## config.mk

```make
export PLATFORM = sky130hd
export DESIGN_NAME = dlsgd_ctrl
export DESIGN_NICKNAME = d
export VERILOG_FILES = /design/src/design/dlsgd_pkg.sv /design/src/design/dlsgd_ctrl.sv
export SDC_FILE = /design/constraint.sdc
export NUM_CORES = 1
export LEC_CHECK = 0
export ABC_AREA = 0
export BUFFER_PORTS_ARGS = -buffer_cell sky130_fd_sc_hd__clkbuf_2
export CORE_MARGIN = 4
export CORE_UTILIZATION = 45
export DETAILED_ROUTE_END_ITERATION = 16
export PLACE_DENSITY = 0.86
export SYNTH_ARGS = -nofsm -noshare
export SYNTH_HDL_FRONTEND = slang
export SYNTH_SLANG_ARGS = --single-unit
```

## constraint.sdc

```tcl
create_clock -name clk -period 2.1 [get_ports clk]
set_input_delay 0.105 -clock clk [delete_from_list [all_inputs] [get_ports clk]]
set_output_delay 0.105 -clock clk [all_outputs]
set_load 0.1 [all_outputs]
```

## src/design/dlsgd_pkg.sv

```systemverilog
// Shared types, sizes and helpers for the dense layer training engine.
// Used by the controller, the datapath, the top level and the checker.
package dlsgd_pkg;

    localparam int IN_SIZE    = 16;
    localparam int OUT_SIZE   = 16;
    localparam int DATA_WIDTH = 16;
    localparam int FRAC_BITS  = 8;
    localparam int DELTA_W    = 40;
    localparam int LR_W       = 16;

    localparam int IW    = (IN_SIZE > 1) ? $clog2(IN_SIZE) : 1;
    localparam int JW    = (OUT_SIZE > 1) ? $clog2(OUT_SIZE) : 1;
    localparam int ELEMS = IN_SIZE * OUT_SIZE;
    localparam int AW    = (ELEMS > 1) ? $clog2(ELEMS) : 1;

    localparam int PROD_W = 2 * DATA_WIDTH;
    localparam int MAXDIM = (IN_SIZE > OUT_SIZE) ? IN_SIZE : OUT_SIZE;
    localparam int ACC_W  = PROD_W + ((MAXDIM > 1) ? $clog2(MAXDIM) : 1) + 1;
    localparam int SAT_W  = 48;

    localparam logic signed [SAT_W-1:0] DATA_MAX =
        SAT_W'((64'sd1 <<< (DATA_WIDTH - 1)) - 64'sd1);
    localparam logic signed [SAT_W-1:0] DATA_MIN =
        SAT_W'(-(64'sd1 <<< (DATA_WIDTH - 1)));

    localparam logic [2:0] ACT_WRITE    = 3'd0;
    localparam logic [2:0] ACT_LOAD_ACT = 3'd1;
    localparam logic [2:0] ACT_LOAD_DER = 3'd2;
    localparam logic [2:0] ACT_FORWARD  = 3'd3;
    localparam logic [2:0] ACT_BACKWARD = 3'd4;
    localparam logic [2:0] ACT_COMMIT   = 3'd5;
    localparam logic [2:0] ACT_READ     = 3'd6;

    localparam logic [1:0] KIND_FWD  = 2'd0;
    localparam logic [1:0] KIND_GRAD = 2'd1;
    localparam logic [1:0] KIND_RDW  = 2'd2;
    localparam logic [1:0] KIND_CMT  = 2'd3;

    typedef enum logic [2:0] {
        OP_CLR,
        OP_WR,
        OP_RD,
        OP_FWD,
        OP_BWD,
        OP_CMT
    } op_t;

    typedef struct packed {
        logic                         valid;
        op_t                          op;
        logic [IW-1:0]                i;
        logic [JW-1:0]                j;
        logic signed [DATA_WIDTH-1:0] wdata;
        logic                         inrange;
        logic                         first;
        logic                         glast;
        logic                         last;
        logic                         ld_act;
        logic                         ld_der;
    } cmd_t;

    typedef struct packed {
        logic adv;
        logic busy;
    } sts_t;

    typedef struct packed {
        logic                         clip;
        logic signed [DATA_WIDTH-1:0] val;
    } sat_t;

    function automatic logic [AW-1:0] addr_of(input logic [IW-1:0] i, input logic [JW-1:0] j);
        return AW'(i) * AW'(OUT_SIZE) + AW'(j);
    endfunction

    function automatic sat_t sat_data(input logic signed [SAT_W-1:0] x);
        sat_t r;
        r.clip = 1'b0;
        r.val  = x[DATA_WIDTH-1:0];
        if (x > DATA_MAX)
        begin
            r.clip = 1'b1;
            r.val  = DATA_MAX[DATA_WIDTH-1:0];
        end
        else if (x < DATA_MIN)
        begin
            r.clip = 1'b1;
            r.val  = DATA_MIN[DATA_WIDTH-1:0];
        end
        return r;
    endfunction

endpackage

```

## src/design/dlsgd_ctrl.sv

```systemverilog
// Controller of the dense layer training engine: decodes input words and walks
// the weight matrix, issuing one element command per cycle while the datapath advances. Depends on dlsgd_pkg.
module dlsgd_ctrl import dlsgd_pkg::*;
(
    input  logic                         clk,
    input  logic                         rst_n,
    input  logic                         in_valid,
    output logic                         in_stall,
    input  logic [2:0]                   action,
    input  logic [3:0]                   row,
    input  logic [3:0]                   col,
    input  logic signed [DATA_WIDTH-1:0] value,
    input  sts_t                         sts,
    output cmd_t                         cmd
);

    typedef enum logic [2:0] {
        ST_IDLE  = 3'b001,
        ST_RUN   = 3'b010,
        ST_DRAIN = 3'b100
    } state_t;

    state_t        state_reg, state_next;
    op_t           op_reg, op_next;
    logic [IW-1:0] i_reg, i_next;
    logic [JW-1:0] j_reg, j_next;
    logic          i_last, j_last, accept, row_ok, col_ok;

    assign i_last   = (i_reg == IW'(IN_SIZE - 1));
    assign j_last   = (j_reg == JW'(OUT_SIZE - 1));
    assign in_stall = (state_reg != ST_IDLE);
    assign accept   = in_valid && !in_stall;
    assign row_ok   = (int'(row) < IN_SIZE);
    assign col_ok   = (int'(col) < OUT_SIZE);

    always_comb
    begin
        state_next = state_reg;
        op_next    = op_reg;
        i_next     = i_reg;
        j_next     = j_reg;
        cmd        = '0;
        cmd.op     = OP_CLR;
        unique case (state_reg)
            ST_IDLE:
            begin
                cmd.i     = IW'(row);
                cmd.j     = JW'(col);
                cmd.wdata = value;
                if (accept)
                begin
                    unique case (action)
                        ACT_WRITE, ACT_READ:
                        begin
                            cmd.valid   = 1'b1;
                            cmd.op      = (action == ACT_WRITE) ? OP_WR : OP_RD;
                            cmd.inrange = row_ok && col_ok;
                            cmd.first   = 1'b1;
                            cmd.glast   = 1'b1;
                            cmd.last    = 1'b1;
                            state_next  = ST_DRAIN;
                        end
                        ACT_LOAD_ACT: cmd.ld_act = row_ok;
                        ACT_LOAD_DER: cmd.ld_der = col_ok;
                        ACT_FORWARD, ACT_BACKWARD, ACT_COMMIT:
                        begin
                            op_next    = (action == ACT_FORWARD)  ? OP_FWD :
                                         (action == ACT_BACKWARD) ? OP_BWD : OP_CMT;
                            i_next     = '0;
                            j_next     = '0;
                            state_next = ST_RUN;
                        end
                        default: ;
                    endcase
                end
            end
            ST_RUN:
            begin
                cmd.valid   = 1'b1;
                cmd.op      = op_reg;
                cmd.i       = i_reg;
                cmd.j       = j_reg;
                cmd.inrange = 1'b1;
                cmd.last    = i_last && j_last;
                if (op_reg == OP_FWD)
                begin
                    cmd.first = (i_reg == '0);
                    cmd.glast = i_last;
                end
                else if (op_reg == OP_BWD)
                begin
                    cmd.first = (j_reg == '0);
                    cmd.glast = j_last;
                end
                else
                begin
                    cmd.first = (i_reg == '0) && (j_reg == '0);
                    cmd.glast = i_last && j_last;
                end
                if (sts.adv)
                begin
                    // Forward runs down a column; the others run along a row.
                    if (op_reg == OP_FWD)
                    begin
                        i_next = i_last ? '0 : i_reg + IW'(1);
                        if (i_last)
                            j_next = j_reg + JW'(1);
                    end
                    else
                    begin
                        j_next = j_last ? '0 : j_reg + JW'(1);
                        if (j_last)
                            i_next = i_reg + IW'(1);
                    end
                    if (i_last && j_last)
                        state_next = ST_DRAIN;
                end
            end
            ST_DRAIN:
            begin
                if (!sts.busy)
                    state_next = ST_IDLE;
            end
            default: state_next = ST_IDLE;
        endcase
    end

    // Reset starts a clearing sweep over both matrix memories.
    always_ff @(posedge clk or negedge rst_n)
    begin
        if (!rst_n)
        begin
            state_reg <= ST_RUN;
            op_reg    <= OP_CLR;
            i_reg     <= '0;
            j_reg     <= '0;
        end
        else
        begin
            state_reg <= state_next;
            op_reg    <= op_next;
            i_reg     <= i_next;
            j_reg     <= j_next;
        end
    end

endmodule

```

[Yosys cells after proc, flatten, opt, wreduce, memory -nomap -nowiden]
Cells that the tools add are included.
Cells by class
  add/sub/neg operators: 2
  equal/unequal tests: 22
  multiplexer cells: 33
  reductions and logical operators: 14
Operators by type and width (number)
  $mux 4: 13
  $pmux 12 s2: 1
  $pmux 4 s2: 3
  $mux 16: 1
  $eq 3x3->1 const B: 5
  $mux 3: 5
  $reduce_and 5->1: 3
  $eq 3x2->1 const B: 4
  $pmux 3 s3: 1
  $add 4x1->4 const B: 2
  $eq 4x4->1 const B: 2
  $logic_not 4->1: 2
  $mux 2: 4
  $ne 2x2->1 const B: 4
  $eq 3x1->1 const B: 2
  $mux 6: 1
  $ne 3x1->1 const B: 2
  $ne 3x3->1 const B: 2
  $pmux 3 s2: 1
  $logic_and 1x1->1: 3
  $logic_not 3->1: 1
  $mux 1: 3
  $reduce_and 3->1: 1
  $reduce_or 3->1: 1
  4 further kinds: 4
Storage, ports and cells
  bits in registers: 14
  input port bits: 32
  output and inout bits: 35
  word-level logic and storage cells: 75

[Depth between registers and ports, before layout]
Gate-level depths: netlist of the first run.
  depth in word-level cells: 5
  gate-level depth with buffers: 7
  mapped depth without buffers: 5

[Worst setup path after synthesis of the first run]
No wires, ideal clock.
  path type: reg-to-output
  start point: reg state_reg[1]
  end point: out cmd[2] in the netlist's numbering
  data arrival time: 3.446 ns
  data required time: 1.995 ns
  setup slack: -1.451 ns
  stages on the path, launching flop included: 5
  path buffers: 2
  cells stage by stage: dfstp_2 -> buf_4 -> or3b_1 -> buf_2 -> o31ai_1
RTL lines
  from (decl): line dlsgd_ctrl.sv:23  | state_t state_reg, state_next;
  from (signal assigned): line dlsgd_ctrl.sv:140  | state_reg <= state_next;
  to (decl): line dlsgd_ctrl.sv:14  | output cmd_t cmd

==> flow_metrics.py, run 1 <==
metrics = {
    "grt": {
        "antenna_found_initial": 0,
        "track_usage": 0.2200,
        "grt_overflow": 0,
        "grt_max_degree": 25,
        "first_global_vias": 1468,
        "grt_pass1_wl_um": 7107,
    },
    "drt": {
        "drt_iter0_drc": 83,
        "drt_wl_total_um": 4283,
        "via_per_inst": 5.837,
        "wl_per_cell_um": 16.22,
        "drc": 0,
        "drtPass1Iterations": 4,
        "vias": 1541,
        "antenna_left": 0,
    },
    "clock_network": {
        "clk_latency_ns": 0.28,
        "root_buffer": "clkbuf_4",
        "clk_pin_slew_ns": 0.08,
        "cts.path.max_buffers": 2,
        "cts_max_level": 1,
        "clkSinkCount": 14,
        "cts_tree": "done",
        "numCtsBuffers": 3,
    },
    "layout": {
        "final_core_util": 0.8111,
        "area_growth_pct": 69.03,
        "multi_input_area_um2": 977.2,
        "diodes": 0,
        "n_fill_cell": 172,
        "final_nets": 270,
        "seq_area_um2": 352.8,
        "drive_above_1_share": 0.4034,
        "final_cell_mix": "clkbuf_2 (33), buf_12 (33), nor2_1 (18), and2_1 (18), dfrtp_1 (12)",
    },
    "sta": {
        "setup_viol": 0,
        "max_slew.worst_pin.slew_ns": 0.5396,
        "hold_violations": 0,
        "period_minus_slack_ns": 2.037,
        "slew_headroom": 0.6418,
        "rsz0062_at_grt": "no",
        "final_max_slew_viol_count": 0,
        "clock.fmax_ghz": 0.4909,
        "skew_ns": 0.004812,
        "whs_ns": 0.1463,
        "finalCritPeriodShare": 0.9700,
    },
    "job": {
        "drv_cap": 0,
    },
    "worst_setup_path": {
        "worstSetupEndpointType": "output port",
        "arrival_ns": 1.93,
        "path_cells": "or3b_4 -> o31ai_4 -> buf_12",
        "crit_slowest_cell": "dfstp_2",
        "max_stage_delay_ns": 0.63,
        "cp.required_ns": 2.00,
        "start_kind": "flop",
        "crit_type": "reg -> out",
        "cp_max_fo": 10,
    },
    "die": {
        "die-area_um2": 3960,
        "num_rows": 19,
        "die_y_um": 62.93,
        "io_pins": 67,
        "fp.dieW_um": 62.93,
        "core-area_um2": 2829,
        "start_util": 0.4799,
    },
    "yosys": {
        "syn-num-nets": 207,
        "avgSynthCellArea_um2": 7.939,
        "postSynthCellCount": 171,
        "seq_area_frac_synth": 0.2590,
        "synthesis.area_um2": 1358,
        "ys_warn_count": 0,
        "yosys.cell_types.count": 49,
        "synth-seq-cells": 14,
    },
    "status": {
        "outcome": "completed",
    },
    "hold_path": {
        "hp-class": "in -> reg",
    },
    "placement": {
        "place_congestion": 0.9283,
        "io_buffers": 66,
        "dp_hpwl_um": 3537,
    },
}
==> area by class of cell <==
cell class,instances,area share
clock buffers,4,0.01145
inverters,6,0.009815
multi-input cells,137,0.4258
flip-flops and latches,14,0.1538
well taps,31,0.01690
repair buffers,72,0.3822
==> cells by family after synthesis <==
logic type | count (synthesis) | synth area share
AO/OA/AOI/OAI | 54 | 0.2820
XOR/XNOR | 2 | 0.01291
adder cells (fa/ha/maj) | 4 | 0.03687
buffers and inverters | 20 | 0.07925
flip-flops | 14 | 0.2590
AND/OR/NAND/NOR | 77 | 0.3300
==> critical path, delay by kind of cell, from the launching register on <==
kind / cells / cell delay [ns]
DFF: 1 / 0.63
buffers and inverters: 1 / 0.21
AOI/OAI and AO/OA: 1 / 0.31
and+or+nand+nor: 1 / 0.50
==> cells in the mapped netlist, drive strengths merged <==
cell / count / area (um2)
o21ai: 14 / 70.07
a32oi: 1 / 8.760
nand2: 12 / 45.04
or3: 1 / 6.260
and2: 18 / 112.6
clkbuf: 4 / 15.01
nand2b: 1 / 6.260
a21bo: 1 / 10.01
nor2b: 1 / 6.260
a32o: 2 / 20.02
inv: 6 / 22.52
o211ai: 5 / 37.54
a21oi: 7 / 38.79
a21o: 2 / 15.01
nand4: 2 / 12.51
a211o: 1 / 8.760
o21bai: 2 / 15.01
nor2: 20 / 75.07
xor2: 2 / 17.52
dfrtp: 13 / 325.3
and3: 3 / 23.77
o31ai: 2 / 15.01
or3b: 1 / 8.760
o2bb2ai: 2 / 17.52
buf: 10 / 70.06
nor3: 1 / 5.000
o22a: 1 / 8.760
a21boi: 3 / 22.52
nand3: 6 / 30.03
dfstp: 1 / 26.28
o2111ai: 1 / 8.760
and3b: 1 / 8.760
or2b: 1 / 7.510
nand3b: 5 / 50.05
ha: 4 / 50.05
nor3b: 3 / 38.79
o21a: 1 / 7.510
a22o: 8 / 70.07
nand4bb: 1 / 11.26
o311ai: 1 / 8.760
==> what timing repair did <==
action,in CTS,in global routing
resized for setup,2,4
hold buffers,1,0
cloned,0,0
setup endpoints to repair,3,1
hold endpoints to repair,13,0
buffers inserted,0,0
==> through the flow <==
stage	TNS (ns)	worst slack [ns]	std cells	area, um2
after detailed placement	0	0.2199	259	2238
after floorplan	-0.5880	-0.1432	171	1421
after global placement	0	0.2432	259	2238
after global routing	0	0.002156	264	2295
final	0	0.06293	264	2295
after CTS	0	0.05197	264	2281
==> worst paths after layout <==
| check | start | endpoint | slack (ns) | depth (start not counted) |
|---|---|---|---|---|
| hold reg to reg | i_reg[1]$_DFFE_PN0P_ | i_reg[1]$_DFFE_PN0P_ | 0.56 | 1 |
| min in group asynchronous | rst_n | i_reg[1]$_DFFE_PN0P_ | 0.25 | 2 |
| max in group asynchronous | rst_n | state_reg[1]$_DFFE_PN1P_ | 1.55 | 2 |
| hold / removal | sts[1] | i_reg[1]$_DFFE_PN0P_ | 0.15 | 3 |
| setup / recovery | state_reg[1]$_DFFE_PN1P_ | cmd[2] | 0.06 | 3 |
| setup reg to reg | state_reg[1]$_DFFE_PN1P_ | i_reg[3]$_DFFE_PN0P_ | 0.38 | 4 |
==> routing by layer <==
metal | vias to the layer above | wire length [um] | GRT usage
met3 | 7 | 322 | 0.03597
met2 | 85 | 2113 | 0.3663
li1 | 737 | - | -
met4 | 0 | 65 | 0.06612
met5 | - | 0 | 0
met1 | 712 | 1781 | 0.2898
Power of run 1 is not shown: default switching activity piles up to over one toggle a cycle in this logic, so the estimate is an artifact.
==> run 2, diff against run 1 <==
--- a/config.mk
+++ b/config.mk
@@ -9,6 +9,7 @@
 export BUFFER_PORTS_ARGS = -buffer_cell sky130_fd_sc_hd__clkbuf_2
 export CORE_MARGIN = 4
 export CORE_UTILIZATION = 45
+export CTS_BUF_LIST = sky130_fd_sc_hd__clkbuf_16
 export DETAILED_ROUTE_END_ITERATION = 16
 export PLACE_DENSITY = 0.86
 export SYNTH_ARGS = -nofsm -noshare
==> run 2 against run 1 <==
- clock-buffer cell count decreased by 1
- critical path depth did not move
- fmax rose by 1.2%
- die area stayed put
- core utilization grew 1.6 points
- worst hold slack better by 0.058 ns
- clock skew shrank 0.0017 ns
- largest cell class unchanged
- highest routed layer unchanged
==> flow_metrics.py, run 2 (synthesized netlist as in run 1, its figures left out) <==
metrics = {
    "worst_setup_path": {
        "max_stage_delay_ns": 0.62,
        "worstReg2RegEnd": "i_reg[1]$_DFFE_PN0P_",
        "start_kind": "flop",
        "r2r_cells": 4,
        "worstSetupEndpointType": "output port",
        "cp_max_fo": 10,
        "arrival_ns": 1.91,
        "path_cells": "or3b_4 -> o31ai_4 -> buf_12",
        "regToRegStartpoint": "state_reg[1]$_DFFE_PN1P_",
        "cp.required_ns": 2.00,
        "rrSetupSlack_ns": 0.33,
        "timing.critical_path.from": "state_reg[1]$_DFFE_PN1P_",
        "crit_type": "reg -> out",
        "crit_slowest_cell": "dfstp_2",
    },
    "layout": {
        "seq_area_um2": 351.6,
        "stdcell_area_um2": 2340,
        "final_nets": 270,
        "final_cell_mix": "clkbuf_2 (33), buf_12 (33), nor2_1 (19)",
        "multi_input_area_um2": 974.7,
        "diodes": 0,
        "n_fill_cell": 162,
        "final_core_util": 0.8271,
        "drive_above_1_share": 0.3948,
        "area_growth_pct": 72.35,
    },
    "drt": {
        "drt_wl_total_um": 4476,
        "drtPass1Iterations": 4,
        "drt_iter0_drc": 72,
        "wl_per_cell_um": 16.95,
        "via_per_inst": 5.996,
        "drc": 0,
        "antenna_left": 0,
        "vias": 1583,
    },
    "hold_path": {
        "worstHoldEndpoint": "i_reg[1]$_DFFE_PN0P_",
        "min_path_cells": 3,
        "min-delay-start": "sts[1]",
        "hp-class": "in -> reg",
    },
    "clock_network": {
        "post-cts-setup-buffer-count": 0,
        "clk_latency_ns": 0.24,
        "clkSinkCount": 14,
        "numCtsBuffers": 3,
        "cts.path.max_buffers": 2,
        "clk_pin_slew_ns": 0.05,
        "cts_max_level": 1,
        "cts_tree": "done",
        "root_buffer": "clkbuf_16",
    },
    "grt": {
        "antenna_found_initial": 0,
        "grt_overflow": 0,
        "grt_max_degree": 25,
        "first_global_vias": 1535,
        "grt_pass1_wl_um": 7383,
        "track_usage": 0.2286,
    },
    "die": {
        "start_util": 0.4799,
        "fp.dieW_um": 62.93,
        "die_y_um": 62.93,
        "io_pins": 67,
        "die-area_um2": 3960,
        "num_rows": 19,
        "core-area_um2": 2829,
    },
    "sta": {
        "final_max_slew_viol_count": 0,
        "setup_viol": 0,
        "skew_ns": 0.003140,
        "rsz0062_at_grt": "no",
        "clock.fmax_ghz": 0.4968,
        "slew_headroom": 0.6418,
        "period_minus_slack_ns": 2.013,
        "hold_violations": 0,
        "finalCritPeriodShare": 0.9586,
        "whs_ns": 0.2039,
        "max_slew.worst_pin.slew_ns": 0.5396,
    },
    "job": {
        "drv_cap": 0,
    },
    "status": {
        "outcome": "completed",
    },
    "placement": {
        "place_congestion": 0.9283,
        "dp_hpwl_um": 3537,
        "io_buffers": 66,
        "place_area_um2": 2238,
    },
}
run 2: final cells by class:
| cell class | instances | area share |
|---|---|---|
| Clock inverter | 1 | 0.001604 |
| Clock buffer | 3 | 0.03209 |
| Timing Repair Buffer | 72 | 0.3733 |
| Sequential cell | 14 | 0.1503 |
| Tap cell | 31 | 0.01658 |
| Inverter | 6 | 0.009626 |
| Multi-Input combinational cell | 137 | 0.4166 |
run 2: timing repair:
item                                    CTS  global route
endpoints found under the setup margin    3             3
hold buffers                              1             0
pin swaps                                 0             0
endpoints found under the hold margin    13             0
gates cloned                              0             0
gates resized for setup                   1             2
run 2: per-stage QoR:
step / instances / setup slack [ns] / setup TNS, ns
2_1_floorplan: 171 / -0.1432 / -0.5880
3_3_place_gp: 259 / 0.2432 / 0
3_5_place_dp: 259 / 0.2199 / 0
4_1_cts: 264 / 0.06460 / 0
5_1_grt: 264 / 0.03360 / 0
6_report: 264 / 0.08696 / 0
run 2: worst max path at each step:
| stage | to | depth (start not counted) |
|---|---|---|
| 6_report | cmd[2] | 3 |
| 5_1_grt | in_stall | 4 |
| 4_1_cts | cmd[5] | 5 |
| 3_5_place_dp | cmd[22] | 4 |
| 3_3_place_gp | cmd[22] | 4 |
| 2_1_floorplan | cmd[33] | 7 |
run 2: routing by layer:
metal,part of all wire,wire length [um],GRT usage
met1,0.38,1701,0.2917
met2,0.50,2239,0.3821
met3,0.099,443,0.04676
met4,0.020,91,0.07438
met5,0,0,0
run 2: critical path: cells and delay by family (launching register included):
| kind | cells | cell delay [ns] |
|---|---|---|
| AOI/OAI and AO/OA | 1 | 0.33 |
| buffers and inverters | 1 | 0.21 |
| DFF | 1 | 0.62 |
| and+or+nand+nor | 1 | 0.50 |
Power of run 2 is left out for the same reason.
==> run 3, diff against run 2 <==
==> constraint.sdc (replaced) <==
create_clock -name clk -period 2.35 [get_ports clk]
set_input_delay 0.1175 -clock clk [delete_from_list [all_inputs] [get_ports clk]]
set_output_delay 0.1175 -clock clk [all_outputs]
set_load 0.1 [all_outputs]
==> run 3 against run 2 <==
- cell count decreased by 1.1%
- first-iteration DRC count decreased by 42%
- sequential share of layout area is 3.3 points higher
- critical path depth is 2 higher
- global-route usage fell by 3.6 points
- non-clock buffer count down 3
- clock skew is 0.0026 ns lower
- clock-buffer cell count did not move
- die area stayed put
- core utilization decreased by 15 points
- routed wire length shrank 17%
- critical path type unchanged
- critical endpoint is now cmd[33]
==> flow_metrics.py, run 3 (synthesized netlist as in run 1, its figures left out) <==
metrics = {
    "layout": {
        "area_growth_pct": 41.20,
        "final_cell_mix": "clkbuf_2 (35), buf_4 (28), nor2_1 (18), and2_1 (18), dfrtp_1 (13)",
        "diodes": 0,
        "n_fill_cell": 251,
        "final_common_cell": "clkbuf_2",
        "final_nets": 267,
        "drive_above_1_share": 0.3652,
    },
    "worst_setup_path": {
        "crit_type": "reg -> out",
        "max_stage_delay_ns": 0.48,
        "r2r_cells": 4,
        "cp_max_fo": 9,
        "path_cells": "nand4bb_2 -> nor2_2 -> o21ai_1 -> nand2_1 -> buf_12",
        "arrival_ns": 2.05,
        "crit_slowest_cell": "dfrtp_1",
        "worstReg2RegEnd": "i_reg[3]$_DFFE_PN0P_",
        "worstSetupEndpointType": "output port",
        "regToRegStartpoint": "state_reg[1]$_DFFE_PN1P_",
        "cp.required_ns": 2.23,
        "start_kind": "flop",
        "rrSetupSlack_ns": 0.48,
    },
    "placement": {
        "dp_slack_ns": 0.3336,
        "dp_hpwl_um": 3036,
        "io_buffers": 66,
        "place_congestion": 0.9253,
    },
    "die": {
        "io_pins": 67,
        "start_util": 0.4799,
        "fp.dieW_um": 62.93,
        "die-area_um2": 3960,
        "die_y_um": 62.93,
        "core-area_um2": 2829,
        "num_rows": 19,
    },
    "sta": {
        "rsz0062_at_grt": "no",
        "clock.fmax_ghz": 0.4606,
        "setup_slack_ns": 0.1790,
        "setup_viol": 0,
        "final_max_slew_viol_count": 0,
        "max_slew.worst_pin.slew_ns": 0.5358,
        "slew_headroom": 0.6404,
        "period_minus_slack_ns": 2.171,
        "skew_ns": 0.0005715,
        "hold_violations": 0,
        "finalCritPeriodShare": 0.9238,
        "whs_ns": 0.2219,
    },
    "grt": {
        "track_usage": 0.1929,
        "grt_pass1_wl_um": 6327,
        "grt_max_degree": 26,
        "first_global_vias": 1440,
        "antenna_found_initial": 0,
        "grt_overflow": 0,
    },
    "drt": {
        "via_per_inst": 5.701,
        "drt_wl_total_um": 3723,
        "antenna_left": 0,
        "drt_iter0_drc": 42,
        "drtPass1Iterations": 4,
        "drc": 0,
        "wl_per_cell_um": 14.26,
        "vias": 1488,
    },
    "clock_network": {
        "cts_tree": "done",
        "cts.path.max_buffers": 2,
        "cts_max_level": 1,
        "clk_latency_ns": 0.24,
        "clk_pin_slew_ns": 0.05,
        "numCtsBuffers": 3,
        "root_buffer": "clkbuf_16",
        "clkSinkCount": 14,
        "post-cts-setup-buffer-count": 0,
    },
    "hold_path": {
        "min_path_cells": 2,
        "worstHoldEndpoint": "op_reg[1]$_DFFE_PN0P_",
        "min-delay-start": "action[2]",
        "hp-class": "in -> reg",
    },
    "status": {
        "outcome": "completed",
    },
    "job": {
        "drv_cap": 0,
    },
}
[run 3: cell types whose count changed in the layout (fill, tap and decap cells not counted), sizes merged]
cell	previous run	this run
buf	38	33
clkbuf	36	38
[run 3: critical path, delay by kind of cell (launching register included)]
| kind | cells | cell delay, ns |
|---|---|---|
| AOI/OAI and AO/OA | 1 | 0.23 |
| buffers and inverters | 1 | 0.21 |
| DFF | 1 | 0.48 |
| and+or+nand+nor | 3 | 0.88 |
[run 3: metal layers]
layer | up-vias | track usage | part of all wire
met4 | 0 | 0.06612 | 0.014
met5 | - | 0 | 0
li1 | 731 | - | -
met2 | 70 | 0.3373 | 0.48
met1 | 682 | 0.2286 | 0.40
met3 | 5 | 0.04496 | 0.11
[run 3: how the worst max path moves through the flow]
stage                                  start       to  slack (ns)  depth (start not counted)
floorplan           state_reg[1]$_DFFE_PN1P_  cmd[22]       -0.31                          4
global placement    state_reg[2]$_DFFE_PN0P_  cmd[33]        0.43                          5
detailed placement  state_reg[2]$_DFFE_PN0P_  cmd[33]        0.33                          5
CTS                 state_reg[2]$_DFFE_PN0P_  cmd[33]        0.07                          5
global route        state_reg[2]$_DFFE_PN0P_   cmd[5]        0.04                          5
finish              state_reg[2]$_DFFE_PN0P_  cmd[33]        0.18                          5
[run 3: stage by stage]
step / utilization / std cells / instance area, um2 / TNS (ns)
2_1_floorplan: - / 171 / 1381 / -1.473
3_3_place_gp: 0.6435 / 256 / 1821 / 0
5_1_grt: 0.6776 / 261 / 1917 / 0
3_5_place_dp: 0.6435 / 256 / 1821 / 0
6_report: 0.6776 / 261 / 1917 / 0
4_1_cts: 0.6749 / 261 / 1909 / 0
[run 3: final cells by class]
class,count,area [um2],area share
Clock buffer,3,75.07,0.03916
Inverter,6,22.52,0.01175
Tap cell,31,38.79,0.02023
Sequential cell,14,351.6,0.1834
Timing Repair Buffer,69,495.5,0.2585
Multi-Input combinational cell,137,929.6,0.4850
Clock inverter,1,3.754,0.001958
[run 3: repair_timing]
item,in CTS,in global routing
hold buffers,1,0
resized for setup,0,2
endpoints found under the setup margin,0,2
endpoints found under the hold margin,13,0
Power of run 3 is left out for the same reason.
